**src/design/ps2_mouse_packet_cursor_tracker_macros.svh**
```systemverilog
// ----------------------------------------------------------------------------
// PS/2 mouse cursor tracker assertion macros
// Shared concurrent assertion forms, clocked on clk_i.
// ----------------------------------------------------------------------------
`ifndef PS2_MOUSE_PACKET_CURSOR_TRACKER_MACROS_SVH
`define PS2_MOUSE_PACKET_CURSOR_TRACKER_MACROS_SVH

// Checked only while the block is out of reset.
`define PS2MCT_ASSERT(lbl, prop, msg) \
  lbl: assert property (@(posedge clk_i) disable iff (!rst_ni) (prop)) else $error(msg);

// Checked at every edge, reset included.
`define PS2MCT_ASSERT_ALWAYS(lbl, prop, msg) \
  lbl: assert property (@(posedge clk_i) (prop)) else $error(msg);

`endif

```
**src/design/ps2mct_pkg.sv**
```systemverilog
// ----------------------------------------------------------------------------
// PS/2 mouse cursor tracker package
// Widths, reset values, status byte layout and register map.
// ----------------------------------------------------------------------------
package ps2mct_pkg;

  localparam int unsigned CoordW = 12;
  localparam int unsigned ByteW  = 8;
  // Sum of a 12-bit coordinate and a 9-bit signed delta, with sign.
  localparam int unsigned SumW   = CoordW + 2;
  localparam int unsigned DataW  = 32;
  localparam int unsigned OutW   = 32;
  localparam int unsigned AddrW  = 3;

  localparam logic [CoordW-1:0] CursorReset = CoordW'(100);
  localparam logic [CoordW-1:0] MaxXReset   = CoordW'(1023);
  localparam logic [CoordW-1:0] MaxYReset   = CoordW'(767);

  // Status byte bit positions.
  localparam int unsigned BitLeft  = 0;
  localparam int unsigned BitRight = 1;
  localparam int unsigned BitSync  = 3;
  localparam int unsigned BitXSign = 4;
  localparam int unsigned BitYSign = 5;
  localparam int unsigned BitXOvf  = 6;
  localparam int unsigned BitYOvf  = 7;

  // Register index, taken from paddr[2].
  localparam logic RegMaxX = 1'b0;
  localparam logic RegMaxY = 1'b1;

  typedef enum logic [1:0] {
    SLOT_STATUS = 2'd0,
    SLOT_DX     = 2'd1,
    SLOT_DY     = 2'd2
  } slot_e;

  typedef struct packed {
    logic              moved;
    logic              right_button;
    logic              left_button;
    logic [CoordW-1:0] pos_y;
    logic [CoordW-1:0] pos_x;
  } result_t;

endpackage

```
**src/design/ps2_mouse_packet_cursor_tracker.sv**
```systemverilog
// ----------------------------------------------------------------------------
// PS/2 mouse packet cursor tracker
// Gathers three-byte mouse packets and keeps a bounded cursor position.
// ----------------------------------------------------------------------------
//  Channel   Direction  Contents
//  s_axis    in         rx_byte, one transaction per received mouse byte
//  m_axis    out        pos_x, pos_y, buttons, moved; one per complete packet
//  apb       in/out     max_x at 0x0, max_y at 0x4
//
// One byte is taken per cycle unless a third byte waits on a stalled result;
// the add and bound compare run between the input and result registers.
// Reset clears the byte slot and puts the cursor at (100, 100).
// A stalled result holds back only a third packet byte; others still pass.
// ----------------------------------------------------------------------------
module ps2_mouse_packet_cursor_tracker
  import ps2mct_pkg::*;
#(
  parameter logic [CoordW-1:0] MAX_X_RESET = MaxXReset,
  parameter logic [CoordW-1:0] MAX_Y_RESET = MaxYReset
) (
  input  logic             clk_i,
  input  logic             rst_ni,
  input  logic             s_axis_tvalid_i,
  output logic             s_axis_tready_o,
  input  logic [ByteW-1:0] s_axis_tdata_i,   // [7:0] rx_byte
  output logic             m_axis_tvalid_o,
  input  logic             m_axis_tready_i,
  // [11:0] pos_x, [23:12] pos_y, [24] left_button, [25] right_button,
  // [26] moved, [31:27] zero
  output logic [OutW-1:0]  m_axis_tdata_o,
  input  logic             psel,
  input  logic             penable,
  input  logic             pwrite,
  input  logic [AddrW-1:0] paddr,
  input  logic [DataW-1:0] pwdata,
  output logic [DataW-1:0] prdata,
  output logic             pready
);

  logic              in_valid_q, in_valid_d;
  logic [ByteW-1:0]  in_byte_q;
  slot_e             slot_q, slot_d;
  logic [ByteW-1:0]  status_q, dx_q;
  logic [CoordW-1:0] cursor_x_q, cursor_x_d, cursor_y_q, cursor_y_d;
  logic [CoordW-1:0] max_x_q, max_y_q;
  logic              out_valid_q, out_valid_d;
  result_t           out_q, out_d;

  logic              out_free, fire, out_load, cfg_wr;
  logic              overflow, in_x, in_y, take;
  logic [SumW-1:0]   dx_ext, dy_ext, nx, ny;

  // Configuration port
  assign pready = 1'b1;
  assign cfg_wr = psel && penable && pwrite && pready;

  always_comb begin
    unique case (paddr[2])
      RegMaxX: prdata = DataW'(max_x_q);
      RegMaxY: prdata = DataW'(max_y_q);
      default: prdata = '0;
    endcase
  end

  always_ff @(posedge clk_i or negedge rst_ni) begin
    if (!rst_ni) begin
      max_x_q <= MAX_X_RESET;
      max_y_q <= MAX_Y_RESET;
    end else if (cfg_wr) begin
      unique case (paddr[2])
        RegMaxX: max_x_q <= pwdata[CoordW-1:0];
        RegMaxY: max_y_q <= pwdata[CoordW-1:0];
        default: ;
      endcase
    end
  end

  // Handshake. Only a third packet byte needs room in the result register.
  assign out_free        = !out_valid_q || m_axis_tready_i;
  assign fire            = in_valid_q && ((slot_q != SLOT_DY) || out_free);
  assign out_load        = fire && (slot_q == SLOT_DY);
  assign s_axis_tready_o = !in_valid_q || fire;
  assign in_valid_d      = (s_axis_tvalid_i && s_axis_tready_o) || (in_valid_q && !fire);
  assign out_valid_d     = out_load || (out_valid_q && !m_axis_tready_i);

  // Movement arithmetic: each delta is a sign bit from the status byte on
  // top of its data byte, widened so that sums and bound checks are signed.
  assign overflow = status_q[BitXOvf] || status_q[BitYOvf];
  assign dx_ext   = {{(SumW-ByteW){status_q[BitXSign]}}, dx_q};
  assign dy_ext   = {{(SumW-ByteW){status_q[BitYSign]}}, in_byte_q};
  assign nx       = {2'b00, cursor_x_q} + dx_ext;
  assign ny       = {2'b00, cursor_y_q} - dy_ext;
  assign in_x     = !nx[SumW-1] && (nx[SumW-2:0] <= {1'b0, max_x_q});
  assign in_y     = !ny[SumW-1] && (ny[SumW-2:0] <= {1'b0, max_y_q});
  assign take     = !overflow && in_x && in_y;

  // Next slot
  always_comb begin
    slot_d = slot_q;
    if (fire) begin
      unique case (slot_q)
        SLOT_DX: slot_d = SLOT_DY;
        SLOT_DY: slot_d = SLOT_STATUS;
        default: slot_d = in_byte_q[BitSync] ? SLOT_DX : SLOT_STATUS;
      endcase
    end
  end

  // Cursor and result
  always_comb begin
    cursor_x_d = cursor_x_q;
    cursor_y_d = cursor_y_q;
    if (out_load && take) begin
      cursor_x_d = nx[CoordW-1:0];
      cursor_y_d = ny[CoordW-1:0];
    end
    out_d.pos_x        = cursor_x_d;
    out_d.pos_y        = cursor_y_d;
    out_d.left_button  = status_q[BitLeft];
    out_d.right_button = status_q[BitRight];
    out_d.moved        = take;
  end

  always_ff @(posedge clk_i or negedge rst_ni) begin
    if (!rst_ni) begin
      in_valid_q  <= 1'b0;
      out_valid_q <= 1'b0;
      slot_q      <= SLOT_STATUS;
      cursor_x_q  <= CursorReset;
      cursor_y_q  <= CursorReset;
    end else begin
      in_valid_q  <= in_valid_d;
      out_valid_q <= out_valid_d;
      slot_q      <= slot_d;
      cursor_x_q  <= cursor_x_d;
      cursor_y_q  <= cursor_y_d;
    end
  end

  always_ff @(posedge clk_i) begin
    if (s_axis_tvalid_i && s_axis_tready_o) begin
      in_byte_q <= s_axis_tdata_i;
    end
    if (fire && (slot_q == SLOT_DX)) begin
      dx_q <= in_byte_q;
    end
    if (fire && (slot_q != SLOT_DX) && (slot_q != SLOT_DY) && in_byte_q[BitSync]) begin
      status_q <= in_byte_q;
    end
    if (out_load) begin
      out_q <= out_d;
    end
  end

  assign m_axis_tvalid_o = out_valid_q;
  assign m_axis_tdata_o  = OutW'(out_q);

  // Assertions
  `include "ps2_mouse_packet_cursor_tracker_macros.svh"

  // The slot may still be unknown at the first edge if reset was already low at start-up.
  `PS2MCT_ASSERT_ALWAYS(a_slot_legal,
                        !rst_ni || (slot_q == SLOT_STATUS) || (slot_q == SLOT_DX) ||
                        (slot_q == SLOT_DY),
                        "byte slot reached an unused code")
  `PS2MCT_ASSERT(a_load_on_dy, out_load |-> (slot_q == SLOT_DY) && out_free,
                 "result loaded outside the third packet byte or while the output is full")
  `PS2MCT_ASSERT(a_out_tracks_cursor,
                 out_valid_q |-> (out_q.pos_x == cursor_x_q) && (out_q.pos_y == cursor_y_q),
                 "pending result does not match the held cursor")
  `PS2MCT_ASSERT(a_cursor_moves_only_when_moved,
                 (!$stable(cursor_x_q) || !$stable(cursor_y_q)) |-> out_valid_q && out_q.moved,
                 "cursor changed without a moved result")

endmodule

```
**config.mk**
```make
export PLATFORM = sky130hd
export DESIGN_NAME = ps2_mouse_packet_cursor_tracker
export DESIGN_NICKNAME = d
export VERILOG_FILES = /design/src/design/ps2mct_pkg.sv /design/src/design/ps2_mouse_packet_cursor_tracker.sv
export VERILOG_INCLUDE_DIRS = /design/src /design/src/design
export SDC_FILE = /design/constraint.sdc
export NUM_CORES = 1
export LEC_CHECK = 0
export BUFFER_PORTS_ARGS = -buffer_cell sky130_fd_sc_hd__buf_2
export CAP_MARGIN = 20
export CORE_MARGIN = 2
export CORE_UTILIZATION = 35
export CTS_BUF_LIST = sky130_fd_sc_hd__clkbuf_4
export DETAILED_ROUTE_END_ITERATION = 10
export GPL_TIMING_DRIVEN = 1
export PLACE_DENSITY = 0.63
export SKIP_CTS_REPAIR_TIMING = 1
export SLEW_MARGIN = 20
export SYNTH_ARGS = -nofsm -noshare
export SYNTH_HDL_FRONTEND = slang
export SYNTH_SLANG_ARGS = --single-unit
export TNS_END_PERCENT = 30
```
**constraint.sdc**
```tcl
create_clock -name clk_i -period 12.25 [get_ports clk_i]
set_clock_uncertainty 0.1 [all_clocks]
set_input_delay 0 -clock clk_i [delete_from_list [all_inputs] [get_ports clk_i]]
set_output_delay 0 -clock clk_i [all_outputs]
set_load 0.01 [all_outputs]
```
# Word level (Yosys, flattened, before mapping)
# Cells that the tools add are included.
[classes]
order_cmp = 2
reduce_logical = 31
n_mux = 5
n_addsub = 2
bitwise_logic = 1
eq_ne = 4
[ops]
columns = ["operator", "n"]
rows = [
  ["case mux 32 bit (2 select lines)", 1],
  ["<= comparator 13 x 12 -> 1 bit", 2],
  ["two-way mux 12 bit", 2],
  ["logical AND 1 bit", 16],
  ["adder 13 x 9 -> 14 bit", 1],
  ["subtractor 13 x 9 -> 14 bit", 1],
  ["zero test 1 bit", 7],
  ["logical OR 1 bit", 6],
  ["case mux 2 bit (2 select lines)", 1],
  ["AND reduction 2 bit", 2],
  ["== test 2 x 1 -> 1 bit, second input constant", 1],
  ["== test 2 bit, second input constant", 1],
  ["inequality test 2 x 1 -> 1 bit, second input constant", 1],
  ["inequality test 2 bit, second input constant", 1],
  ["two-way mux 1 bit", 1],
  ["NOT 1 bit", 1],
]
[totals]
register_bits = 103

# Longest topological paths before layout
[logic_depth]
depth_word = 7
ltp_mapped = 19
ltp_nobuf = 17

# Worst setup path before layout
# OpenSTA, ideal clock, no wires.
[synth_path]
path_type = "register -> register"
from = "reg status_q[4]"
to = "reg out_q, in the netlist m_axis_tdata_o[17] (data pin)"
setup_slack_ps = 7731
setup_time_ps = 262
required_ps = 11888
arrival_ps = 4157
synth_period_minus_slack_ps = 4519
n_path_buf = 2
path_stages_with_launch = 17
cell_sequence = "edfxtp_1 > ha_1 > o211ai_1 > nor2_1 > a221oi_1 > o21ai_0 > xnor2_1 > ha_1 > nand4_1 > or3_1 > o211ai_1 > o2111ai_1 > or4_4 > or4b_1 > buf_6 > buf_12 > mux2_4"
[synth_between]
elab_chain_len = 7
elab_cells_between_ends = 8
[synth_rtl]
columns = ["element", "line", "rtl"]
rows = [
  ["from (decl)", "ps2_mouse_packet_cursor_tracker.sv:43", "logic [ByteW-1:0] status_q, dx_q;"],
  ["from (signal assigned)", "ps2_mouse_packet_cursor_tracker.sv:148", "status_q <= in_byte_q;"],
  ["adder 13 x 9 -> 14 bit *", "ps2_mouse_packet_cursor_tracker.sv:91", "assign nx = {2'b00, cursor_x_q} + dx_ext;"],
  ["<= comparator 13 x 12 -> 1 bit / zero test 1 bit (equally long branches)", "ps2_mouse_packet_cursor_tracker.sv:93", "assign in_x = !nx[SumW-1] && (nx[SumW-2:0] <= {1'b0, max_x_q});"],
  ["logical AND 1 bit *", "ps2_mouse_packet_cursor_tracker.sv:93", ""],
  ["logical AND 1 bit * (2 in series)", "ps2_mouse_packet_cursor_tracker.sv:95", "assign take = !overflow && in_x && in_y;"],
  ["logical AND 1 bit *", "ps2_mouse_packet_cursor_tracker.sv:113", "if (out_load && take) begin"],
  ["two-way mux 12 bit *", "ps2_mouse_packet_cursor_tracker.sv:113", ""],
  ["named net cursor_y_d[5]", "ps2_mouse_packet_cursor_tracker.sv:44", "logic [CoordW-1:0] cursor_x_q, cursor_x_d, cursor_y_q, cursor_y_d;"],
  ["to (signal assigned)", "ps2_mouse_packet_cursor_tracker.sv:151", "out_q <= out_d;"],
  ["to (decl)", "ps2_mouse_packet_cursor_tracker.sv:47", "result_t out_q, out_d;"],
]
# Mark *: on every way through the listed nets, which the timed path passes. The rest lies on a longest branch.
# A chain may end at the register's enable or synchronous reset.

# Worst setup path in the final report
[layout_path]
from = "reg in_byte_q[0]"
to = "reg out_q, in the netlist m_axis_tdata_o[7] (data pin)"
[layout_between]
elab_chain_len = 6
elab_cells_between_ends = 7
[layout_rtl]
columns = ["element", "line", "rtl"]
rows = [
  ["from (decl)", "ps2_mouse_packet_cursor_tracker.sv:41", "logic [ByteW-1:0] in_byte_q;"],
  ["from (signal assigned)", "ps2_mouse_packet_cursor_tracker.sv:142", "in_byte_q <= s_axis_tdata_i;"],
  ["subtractor 13 x 9 -> 14 bit *", "ps2_mouse_packet_cursor_tracker.sv:92", "assign ny = {2'b00, cursor_y_q} - dy_ext;"],
  ["<= comparator 13 x 12 -> 1 bit / zero test 1 bit (equally long branches)", "ps2_mouse_packet_cursor_tracker.sv:94", "assign in_y = !ny[SumW-1] && (ny[SumW-2:0] <= {1'b0, max_y_q});"],
  ["logical AND 1 bit *", "ps2_mouse_packet_cursor_tracker.sv:94", ""],
  ["logical AND 1 bit *", "ps2_mouse_packet_cursor_tracker.sv:95", ""],
  ["logical AND 1 bit *", "ps2_mouse_packet_cursor_tracker.sv:113", ""],
  ["two-way mux 12 bit *", "ps2_mouse_packet_cursor_tracker.sv:113", ""],
  ["named net cursor_x_d[7]", "ps2_mouse_packet_cursor_tracker.sv:44", ""],
]
# Marked as above.

==> out/qor.txt <==
r2r startpoint -> in_byte_q[0]
Period minus WS final -> 5470 ps
Avg Inst Size Synth -> 11.9 um2
initial DRC count -> 256
Final setup viols -> 0
Finished Core Util -> 41.4%
Layout area overhead -> 14.5%
root buf cell -> clkbuf_4
CTS max path bufs -> 2
yosys warns -> 0
Routed WL -> 12.7 mm
status -> complete, no violations
reg-to-reg setup timing slack -> 6780 ps
Max Slew Vio Count -> 0
grt total ovfl -> 0
Synth Instances -> 486
H-tree depth -> 3
Die Height -> 133 um
share of layout cells above drive strength 1 -> 27.9%
DRC errors left -> 0
setup TNS -> 0 ps
placed cells -> 763
Synth Cell Area -> 5780 um2
number of global-route vias before repair -> 3871
Seq/Total Area, Yosys -> 48.5%
CTS tree -> built
initial core utilization -> 36.1%
fmax -> 183 MHz
WL per Instance -> 15.9 um
R2R depth -> 15
via count -> 3901
Hold Path Class -> input pin to asynchronous set/reset pin
pin count of the biggest net entering global routing -> 53
nets -> 686
Synth Register Bits -> 101
Post-DP HPWL -> 9.73 mm
leading register cell type out of synthesis -> edfxtp_1
first-pass GRT wire length -> 20.2 mm
P_leak -> 3.05 nW
antenna violations before repair -> 0
worst path cell trace -> ha_1 -> fa_1 -> nor2b_1 -> o31a_1 -> o21ai_0 -> nand2_1 -> xnor2_1 -> ha_1 -> a2111o_1 -> a21oi_1 -> a211oi_1 -> or4_4 -> or4b_1 -> buf_4 -> mux2_4
row cnt -> 46
# Max-Cap Violations -> 0
FF-to-FF End -> m_axis_tdata_o[7]
DRT Pass-1 Iters -> 4
die width -> 133 um
critical path's top delay family -> simple AND/OR/NAND/NOR gates
CP Max Fanout -> 13
Critical Path Start Type -> register
final hold vios -> 0
max incr delay on CP -> 900 ps
worst path bufs/invs -> 1
crit path capture type -> register
number of routed nets with antenna violations -> 0
worst vdd ir -> 52.9 uV
CP required -> 12410 ps
Num CTS Buffers -> 9
Worst slew margin -> 40.4%
PwrDens -> 138 nW/um2
commonest non-fill, non-tap cell in the layout -> buf_2
Placer Congestion -> 0.849
Critical-path top delay cell -> or4b_1
count of cell types in the netlist -> 57
Synth async-reset ratio -> 51.5%
Core Footprint -> 16000 um2
Post-synth EDFFs -> 49
CP Class -> register to register
most frequent CP cell -> ha_1
period utilization -> 44.6%
port buffer count -> 68
Tot GR Track Use -> 15.0%
RSZ-0062 raised after global routing -> false
most frequent cells in the layout -> buf_2 (68), ha_1 (52), edfxtp_1 (49)
Reg clk slew, reported paths -> 170 ps
Clock Latency Late Sink -> 500 ps
die area -> 17600 um2
Power Total -> 914 uW
CTS Sinks -> 101
I/O pins -> 117
Via-to-Cell Ratio -> 4.86
non-filler cells, final -> 803
Arrival @ worst endpoint -> 5630 ps
# diodes -> 0
measured slew at the worst slew-check pin -> 890 ps
[worst max-delay path by stage]
stage	start	endpoint	slack, ps	depth (start not counted)
2_1_floorplan	status_q[4]	m_axis_tdata_o[17]	7730	16
4_1_cts	in_byte_q[0]	m_axis_tdata_o[7]	6750	15
3_3_place_gp	in_byte_q[0]	m_axis_tdata_o[11]	6820	15
6_report	in_byte_q[0]	m_axis_tdata_o[7]	6780	15
3_5_place_dp	in_byte_q[0]	m_axis_tdata_o[11]	6790	15
5_1_grt	cursor_x_q[0]	m_axis_tdata_o[7]	6480	18
[cell type report]
class | count | area (um2)
clock buffers | 10 | 75.1
clock inverters | 6 | 68.8
flip-flops and latches | 101 | 2800
fillers | 1578 | 9380
multi-input cells | 327 | 2620
well taps | 216 | 270
repair buffers | 95 | 603
inverters | 48 | 180
[worst min-delay path, delay by kind of cell]
| kind | cells | cell delay [ps] |
|---|---|---|
| buf+inv | 3 | 1180 |
[cells by family after synthesis]
family                     synth area share, %
DFF                                       48.5
AOI/OAI and AO/OA                         10.4
and+or+nand+nor                           7.66
buffers and inverters                     7.73
adders and majority gates                 11.9
muxes                                     10.8
xor gates and xnor gates                  2.88
other                                    0.130
[synthesized netlist by cell type, drive strengths merged, types with 6 or more instances]
library cell  number  area, um2
xor2               7       61.3
o211ai             9       77.6
nor2              17       63.8
ha                52        651
inv               48        180
nand4              7       43.8
a21oi             27        139
o21ai             27        135
dfstp             25        657
nand3              6       30.0
xnor2             12        105
mux2              46        582
nand2             22       82.6
nand2b             8       50.1
edfxtp            49       1470
buf               32        259
dfrtp             27        676
a21o               7       52.6
[sequential cells by signal, summed over array words and instances (netlist names)]
name and cells:
m_axis_tvalid_o 1, cursor_y_q 12, status_q 6, dx_q 8
m_axis_tdata_o 27, in_valid_q 1, max_x_q 12, in_byte_q 8
cursor_x_q 12, slot_q 2, max_y_q 12
[report_power, final]
part	leakage, nW	internal (mW)	switching, mW
clock network	0.0774	0.0659	0.120
logic	1.92	0.122	0.166
registers	1.06	0.415	0.0255
total	3.05	0.603	0.311
[metrics by stage]
step / hold WS (ps) / area (um2) / worst slack [ps]
3_3_place_gp: 80.0 / 6240 / 6820
2_1_floorplan: -396 / 5870 / 7730
6_report: 47.1 / 6620 / 6780
5_1_grt: 49.4 / 6620 / 6480
4_1_cts: -492 / 6380 / 6750
3_5_place_dp: 78.1 / 6240 / 6790
[metal layers]
metal  part of all wire (%)  GRT usage [%]
met1                     45           19.4
met2                     47           24.5
met3                    6.0           3.14
met4                    2.3           6.27
met5                      0              0
Power figures use the tool's default switching activity.
